===== src/rtl/key_scan_event_generator_top_defines.svh =====
// ----------------------------------------------------------------------------
// Key scan event generator - assertion macros
// Shared assertion forms for the key scan event generator.
// ----------------------------------------------------------------------------
`ifndef KEY_SCAN_EVENT_GENERATOR_TOP_DEFINES_SVH
`define KEY_SCAN_EVENT_GENERATOR_TOP_DEFINES_SVH

// Property checked on every rising clock edge outside reset.
`define KSG_ASSERT(label, clk, rst_n, prop) \
  label: assert property (@(posedge clk) disable iff (!rst_n) prop) \
    else $error("%m: assertion failed");

// Property that must never hold on a rising clock edge outside reset.
`define KSG_ASSERT_NEVER(label, clk, rst_n, prop) \
  label: assert property (@(posedge clk) disable iff (!rst_n) !(prop)) \
    else $error("%m: forbidden condition seen");

`endif


===== src/rtl/ksg_pkg.sv =====
// ----------------------------------------------------------------------------
// Key scan event generator package
// Widths, slot layout and event codes shared by the generator.
// ----------------------------------------------------------------------------
`timescale 1ns / 1ps
`default_nettype none

package ksg_pkg;

  // Number of keys in one scan row.
  localparam int unsigned KEY_COUNT = 12;

  // Field widths of the output beat.
  localparam int unsigned KIND_W    = 3;
  localparam int unsigned OCTAVE_W  = 4;
  localparam int unsigned KEY_NUM_W = 4;

  // Event slots: one per key, then speaker, mute and handshake.
  localparam int unsigned SLOT_SPK   = KEY_COUNT;
  localparam int unsigned SLOT_MUTE  = KEY_COUNT + 1;
  localparam int unsigned SLOT_HS    = KEY_COUNT + 2;
  localparam int unsigned EVT_COUNT  = KEY_COUNT + 3;
  localparam int unsigned IDX_W      = $clog2(EVT_COUNT);

  typedef enum logic [KIND_W-1:0] {
    KIND_PRESS     = 3'd0,
    KIND_RELEASE   = 3'd1,
    KIND_SPEAKER   = 3'd2,
    KIND_UNMUTE    = 3'd3,
    KIND_MUTE      = 3'd4,
    KIND_HANDSHAKE = 3'd5
  } event_kind_e;

  typedef logic [EVT_COUNT-1:0] slot_vec_t;

endpackage : ksg_pkg

`default_nettype wire


===== src/rtl/key_scan_event_generator_top.sv =====
// ----------------------------------------------------------------------------
// Key scan event generator
// Turns one completed key-matrix scan into a run of key, knob and
// neighbour handshake events, one event beat per cycle while the output is not stalled.
// ----------------------------------------------------------------------------
//
//   Channel  Direction  Handshake              Beat contents
//   -------  ---------  ---------------------  --------------------------------
//   in       input      in_valid_i/in_ready_o  one scan: keys, knobs, detect,
//                                              octave
//   out      output     out_valid_o/out_ready_i one event with kind, octave,
//                                              key number and last flag
//
// A scan beat produces between zero and KEY_COUNT + 3 event beats, which are
// delivered one per cycle from the pending-event register while the output
// is not stalled.
// The next scan is taken in the same cycle in which the final event of the
// current one moves into the output register.
// Reset clears all history to "all keys released, buttons low, not muted,
// no baseline" and drops any pending or buffered events.
// A stall on the output holds the output register and the pending set.
//
`timescale 1ns / 1ps
`default_nettype none

`include "key_scan_event_generator_top_defines.svh"

module key_scan_event_generator_top
  import ksg_pkg::*;
(
  input  wire logic                 clk_i,
  input  wire logic                 rst_ni,

  input  wire logic                 in_valid_i,
  output logic                      in_ready_o,
  input  wire logic [KEY_COUNT-1:0] key_bits_i,
  input  wire logic                 speaker_button_i,
  input  wire logic                 mute_button_i,
  input  wire logic                 west_detect_i,
  input  wire logic                 east_detect_i,
  input  wire logic [OCTAVE_W-1:0]  octave_now_i,

  output logic                      out_valid_o,
  input  wire logic                 out_ready_i,
  output logic [KIND_W-1:0]         event_kind_o,
  output logic [OCTAVE_W-1:0]       event_octave_o,
  output logic [KEY_NUM_W-1:0]      key_number_o,
  output logic                      last_event_o
);

  // --------------------------------------------------------------------------
  // Scan history. All of it is updated at the moment a scan is accepted,
  // since every decision depends only on the new scan and the old history.
  // --------------------------------------------------------------------------
  logic [KEY_COUNT-1:0] last_keys_q;
  logic                 last_spk_q;
  logic                 last_mute_q;
  logic                 muted_q;
  logic                 speaker_master_q;
  logic                 baseline_taken_q;
  logic                 west_base_q;
  logic                 east_base_q;
  logic                 hs_reported_q;

  // Pending events of the scan being delivered, one bit per slot, plus the
  // scan payload needed to fill in those events.
  slot_vec_t            pend_q;
  slot_vec_t            pend_d;
  logic [KEY_COUNT-1:0] keys_q;
  logic [OCTAVE_W-1:0]  oct_q;
  logic                 mute_kind_q;

  // Output register.
  logic                 out_valid_q;
  event_kind_e          kind_q;
  event_kind_e          kind_d;
  logic [OCTAVE_W-1:0]  evt_oct_q;
  logic [OCTAVE_W-1:0]  evt_oct_d;
  logic [KEY_NUM_W-1:0] key_num_q;
  logic [KEY_NUM_W-1:0] key_num_d;
  logic                 last_q;

  logic                 in_fire;
  logic                 pend_any;
  logic                 out_load;
  logic                 pop;
  logic                 pop_last;
  slot_vec_t            lowest;
  slot_vec_t            rest;
  logic [IDX_W-1:0]     idx;
  logic                 is_key;
  logic                 key_level;

  // New-scan event detection.
  logic [KEY_COUNT-1:0] key_diff;
  logic                 west_pres;
  logic                 east_pres;
  logic                 spk_ev;
  logic                 mute_ev;
  logic                 hs_ev;
  slot_vec_t            new_slots;

  // --------------------------------------------------------------------------
  // Handshake control. The output register takes a new event whenever it is
  // empty or its current beat leaves this cycle. A scan is accepted when the
  // pending set is empty or its final event is popped in this cycle.
  // --------------------------------------------------------------------------
  assign pend_any   = |pend_q;
  assign out_load   = !out_valid_q || out_ready_i;
  assign pop        = pend_any && out_load;
  assign in_ready_o = !pend_any || (pop && pop_last);
  assign in_fire    = in_valid_i && in_ready_o;

  // Presence is the inverse of the raw detect level.
  assign west_pres = ~west_detect_i;
  assign east_pres = ~east_detect_i;

  assign key_diff = key_bits_i ^ last_keys_q;
  assign spk_ev   = speaker_button_i && !last_spk_q;
  assign mute_ev  = mute_button_i && !last_mute_q;
  // On the very first scan the baseline equals the current presence, so it
  // can never report a change.
  assign hs_ev    = !hs_reported_q && baseline_taken_q &&
                    ((west_pres != west_base_q) || (east_pres != east_base_q));

  always_comb begin
    new_slots                       = '0;
    new_slots[KEY_COUNT-1:0]        = key_diff;
    new_slots[SLOT_SPK]             = spk_ev;
    new_slots[SLOT_MUTE]            = mute_ev;
    new_slots[SLOT_HS]              = hs_ev;
  end

  // --------------------------------------------------------------------------
  // Event selection: the lowest pending slot goes out next, which gives key
  // events in ascending order followed by speaker, mute and handshake.
  // --------------------------------------------------------------------------
  assign lowest   = pend_q & (~pend_q + slot_vec_t'(1));
  assign rest     = pend_q & ~lowest;
  assign pop_last = (rest == '0);

  always_comb begin
    idx = '0;
    for (int i = 0; i < EVT_COUNT; i++) begin
      if (lowest[i]) begin
        idx = idx | IDX_W'(i);
      end
    end
  end

  assign is_key    = |lowest[KEY_COUNT-1:0];
  // A set key bit means the key is now released.
  assign key_level = |(lowest[KEY_COUNT-1:0] & keys_q);

  always_comb begin
    kind_d    = KIND_HANDSHAKE;
    evt_oct_d = '0;
    key_num_d = '0;
    if (is_key) begin
      kind_d    = key_level ? KIND_RELEASE : KIND_PRESS;
      evt_oct_d = oct_q;
      key_num_d = KEY_NUM_W'({1'b0, idx} + (IDX_W + 1)'(1));
    end else if (lowest[SLOT_SPK]) begin
      kind_d = KIND_SPEAKER;
    end else if (lowest[SLOT_MUTE]) begin
      kind_d = mute_kind_q ? KIND_MUTE : KIND_UNMUTE;
    end
  end

  always_comb begin
    pend_d = pend_q;
    if (pop) begin
      pend_d = rest;
    end
    if (in_fire) begin
      pend_d = new_slots;
    end
  end

  // --------------------------------------------------------------------------
  // Control and history registers.
  // --------------------------------------------------------------------------
  always_ff @(posedge clk_i or negedge rst_ni) begin
    if (!rst_ni) begin
      last_keys_q      <= '1;
      last_spk_q       <= 1'b0;
      last_mute_q      <= 1'b0;
      muted_q          <= 1'b0;
      speaker_master_q <= 1'b0;
      baseline_taken_q <= 1'b0;
      west_base_q      <= 1'b0;
      east_base_q      <= 1'b0;
      hs_reported_q    <= 1'b0;
      pend_q           <= '0;
      out_valid_q      <= 1'b0;
    end else begin
      pend_q <= pend_d;
      if (out_load) begin
        out_valid_q <= pend_any;
      end
      if (in_fire) begin
        last_keys_q <= key_bits_i;
        last_spk_q  <= speaker_button_i;
        last_mute_q <= mute_button_i;
        if (spk_ev) begin
          speaker_master_q <= 1'b1;
        end
        if (mute_ev) begin
          muted_q <= ~muted_q;
        end
        if (!baseline_taken_q) begin
          baseline_taken_q <= 1'b1;
          west_base_q      <= west_pres;
          east_base_q      <= east_pres;
        end
        if (hs_ev) begin
          hs_reported_q <= 1'b1;
        end
      end
    end
  end

  // Payload registers: scan data for the pending set and the output beat.
  always_ff @(posedge clk_i) begin
    if (in_fire) begin
      keys_q      <= key_bits_i;
      oct_q       <= octave_now_i;
      // A mute-button edge mutes when the block is currently unmuted.
      mute_kind_q <= ~muted_q;
    end
    if (pop) begin
      kind_q    <= kind_d;
      evt_oct_q <= evt_oct_d;
      key_num_q <= key_num_d;
      last_q    <= pop_last;
    end
  end

  assign out_valid_o    = out_valid_q;
  assign event_kind_o   = kind_q;
  assign event_octave_o = evt_oct_q;
  assign key_number_o   = key_num_q;
  assign last_event_o   = last_q;

  // --------------------------------------------------------------------------
  // Assertions.
  // --------------------------------------------------------------------------
  `KSG_ASSERT(a_key_number_range, clk_i, rst_ni,
    (out_valid_q && (kind_q == KIND_PRESS || kind_q == KIND_RELEASE)) |->
      (key_num_q != '0 && key_num_q <= KEY_NUM_W'(KEY_COUNT)))
  `KSG_ASSERT(a_knob_event_clean, clk_i, rst_ni,
    (out_valid_q && kind_q != KIND_PRESS && kind_q != KIND_RELEASE) |->
      (key_num_q == '0 && evt_oct_q == '0))
  `KSG_ASSERT(a_run_ends_clean, clk_i, rst_ni,
    (pop && pop_last && !in_fire) |=> (!pend_any && last_q))
  `KSG_ASSERT_NEVER(a_handshake_without_scan, clk_i, rst_ni,
    $rose(hs_reported_q) && !$past(in_fire))
  // Once a speaker select has been seen, this block stays the speaker master.
  `KSG_ASSERT(a_speaker_master_sticky, clk_i, rst_ni,
    speaker_master_q |=> speaker_master_q)

endmodule : key_scan_event_generator_top

`default_nettype wire


===== config.mk =====
export PLATFORM = sky130hd
export DESIGN_NAME = key_scan_event_generator_top
export DESIGN_NICKNAME = d
export VERILOG_FILES = /design/src/rtl/ksg_pkg.sv /design/src/rtl/key_scan_event_generator_top.sv
export VERILOG_INCLUDE_DIRS = /design/src /design/src/rtl
export SDC_FILE = /design/constraint.sdc
export NUM_CORES = 1
export LEC_CHECK = 0
export CORE_MARGIN = 1
export CORE_UTILIZATION = 30
export DETAILED_ROUTE_END_ITERATION = 12
export DONT_BUFFER_PORTS = 1
export GPL_ROUTABILITY_DRIVEN = 0
export GPL_TIMING_DRIVEN = 0
export PLACE_DENSITY = 0.54
export SYNTH_ARGS = -nofsm -noshare
export SYNTH_HDL_FRONTEND = slang
export SYNTH_SLANG_ARGS = --single-unit

===== constraint.sdc =====
create_clock -name clk_i -period 4.9 [get_ports clk_i]
set_clock_uncertainty 0.05 [all_clocks]
set_input_delay 0.735 -clock clk_i [delete_from_list [all_inputs] [get_ports clk_i]]
set_output_delay 0.735 -clock clk_i [all_outputs]
set_load 0.1 [all_outputs]

==> results.py <==
metrics = {
    "logic_synthesis": {
        "synthSimpleGateAreaFrac": 0.136,
        "synth_cell_types": 52,
        "syn_area_per_cell_um2": 11.9,
        "synth_top_family_by_area": "simple AND/OR/NAND/NOR gates",
        "syn_inst": 260,
        "synth_ff_type": "edfxtp_1",
        "yosys-top-cells-area": "edfxtp_1 (28%), dfrtp_1 (19%), dfstp_2 (10%), xnor2_1 (4.0%), o21ai_0 (3.9%)",
        "yosys.area.top_type": "edfxtp_1",
        "netlist_area_mm2": 0.00310,
        "muxShareOfSynthArea": 0.0702,
        "synth.ff_latch_count": 64,
        "synthArstFlopShare": 0.547,
        "syn-num-nets": 285,
        "synth_edf_count": 29,
        "synth_most_common_cell": "edfxtp_1",
        "ys_seq_area_frac": 0.568,
        "synthAdderAreaFrac": 0.0105,
        "synthXorXnorAreaFrac": 0.0452,
        "synth_compound_area_frac": 0.126,
        "yosys.area.top_type_share": 0.281,
        "yosys_warnings": 0,
        "synth_common_cells": "edfxtp_1 (29), o21ai_0 (24), dfrtp_1 (23)",
    },
    "floorplan": {
        "die_h_um": 104,
        "die_x_um": 104,
        "io_pins": 38,
        "die_area_mm2": 0.0107,
        "placementRows": 36,
        "core-area_mm2": 0.00991,
        "start_util": 0.313,
    },
    "timing": {
        "setup_violations": 0,
        "rsz0062_at_grt": "no",
        "max_freq_ghz": 0.258,
        "maxSlewViolCount": 0,
        "fin_setup_tns_ns": 0,
        "tightest_slew_ns": 1.20,
        "min_period_ns": 3.88,
        "relSlewSlack": 0.197,
        "finalHoldViolations": 0,
        "period_share": 0.792,
    },
    "detailed_routing": {
        "drc": 0,
        "vias": 1959,
        "via_per_inst": 4.79,
        "wl_per_cell_um": 14.8,
        "dr.pass1.iters": 4,
        "drtIter0Drc": 98,
        "postRouteAntennaNets": 0,
        "wirelength_um": 6070,
    },
    "worst_setup_path": {
        "cp_num_cells": 7,
        "cp_slowest_cell": "a21oi_2",
        "crit_chain": "buf_6, nor4_4, nand2_1, o22ai_1, o21a_1, a31oi_1, a21oi_2",
        "rr_worst_depth": 9,
        "endpoint_kind": "primary output",
        "worstPathRequired_ns": 4.12,
        "crit_path_max_incr_delay_ns": 0.89,
        "crit_type": "flip-flop to primary output",
        "critPathTopFamily": "compound AO/OA/AOI/OAI gates",
        "crit_fanout": 8,
        "startpoint_type": "flip-flop",
        "critPathBufInv": 1,
        "critPathArrivalTime_ns": 3.09,
    },
    "global_route": {
        "grt_pass1_wl_um": 10100,
        "grt_use_total": 0.122,
        "overflow": 0,
        "first_global_vias": 1959,
        "antenna_found_initial": 0,
        "grt_max_degree": 36,
    },
    "placed_design": {
        "hpwl_um": 4220,
        "portBuffers": 0,
    },
    "clock_network": {
        "htree_levels": 3,
        "postCtsResizedCells": 0,
        "cts_hold_buf": 0,
        "cts.clk_slew.worst_paths_ns": 0.08,
        "insertion_delay_ns": 0.35,
        "cts_root_buffer": "clkbuf_8",
        "cts_tree": "done",
        "cts.sinks": 64,
        "max-clock-path-buffers": 2,
        "post_cts_buffers": 0,
        "cts_buffers": 9,
    },
    "layout": {
        "syn_to_final_growth_pct": 14.1,
        "fin_nets": 296,
        "antenna_cells": 0,
        "drive_gt1_frac": 0.214,
    },
    "worst_hold_path": {
        "hold_path_class": "input port to async pin",
    },
    "run": {
        "maxCapViolCount": 0,
    },
    "outcome": {
        "status": "finished clean",
    },
}
kinds of logic after synthesis:
logic type,after synthesis
and+or+nand+nor,71
buffers and inverters,25
xor gates and xnor gates,16
muxes,17
adders and majority gates,3
DFF,64
AOI/OAI and AO/OA,64
flip-flops by register name, indices dropped and copies added, names as in the netlist:
signal,count
pend_q,15
keys_q,12
last_keys_q,12
event_octave_o,4
key_number_o,4
oct_q,4
event_kind_o,3
baseline_taken_q,1
east_base_q,1
hs_reported_q,1
last_event_o,1
last_mute_q,1
last_spk_q,1
mute_kind_q,1
muted_q,1
out_valid_o,1
west_base_q,1
worst register-to-register path, stage by stage (launching register included):
cell and delay, ns:
dfrtp_1 0.36, clkbuf_1 0.20, nor3_1 0.51, nand4_4 0.22
a2111o_1 0.48, and2_4 0.18, buf_6 0.13, clkinv_4 0.07
buf_12 0.20, mux2_4 0.33
worst paths after layout:
| path | startpoint | to | slack, ns |
|---|---|---|---|
| max | pend_q[4]$_DFFE_PN0P_ | in_ready_o | 1.02 |
| min | rst_ni | pend_q[11]$_DFFE_PN0P_ | 0.03 |
| max reg2reg | pend_q[11]$_DFFE_PN0P_ | last_keys_q[8]$_DFFE_PN1P_ | 2.10 |
| min reg2reg | hs_reported_q$_DFFE_PN0P_ | hs_reported_q$_DFFE_PN0P_ | 0.41 |
| max in group asynchronous | rst_ni | last_keys_q[2]$_DFFE_PN1P_ | 4.58 |
| min in group clk_i | hs_reported_q$_DFFE_PN0P_ | hs_reported_q$_DFFE_PN0P_ | 0.41 |
routing by layer:
metal	global-route usage	vias up	wire (um)
met3	0.0478	14	355
met1	0.165	931	2990
met2	0.173	54	2630
met4	0.0487	0	98
li1	-	960	-
met5	0	-	0
per-stage QoR:
stage | std cells | instance area, um^2 | hold WS (ns) | util | setup WS (ns)
CTS | 409 | 3540 | 0.00914 | 0.357 | 1.00
detailed placement | 393 | 3270 | 0.392 | 0.330 | 1.40
floorplan | 260 | 3100 | 0.369 | - | 1.02
finish | 409 | 3540 | 0.0252 | 0.357 | 1.02
global route | 409 | 3540 | 0.00414 | 0.357 | 0.884
global placement | 393 | 3270 | 0.383 | 0.330 | 0.788
placed cells by master, fill, tap and decap left out, types with 6 or more instances in the layout:
cell type / count
dfstp_2: 12
xnor2_1: 14
clkbuf_8: 9
dfrtp_1: 23
mux2_4: 8
nor3_1: 7
o21ai_0: 24
nor2_1: 12
edfxtp_1: 29
mux2_2: 6
nand2b_1: 6
nand2_1: 15
a21oi_1: 17
inv_1: 7
and2_1: 6
clkbuf_1: 9
cell type report:
class	instances	area [um^2]
fill	1005	6370
sequential	64	1760
buffer	17	100
inverter	8	35.0
tap	133	166
clock buffer	9	124
multi-input combinational	171	1210
clock inverter	7	143
Power is not shown: default switching activity piles up to over one toggle a cycle in this logic, so the estimate is an artifact.
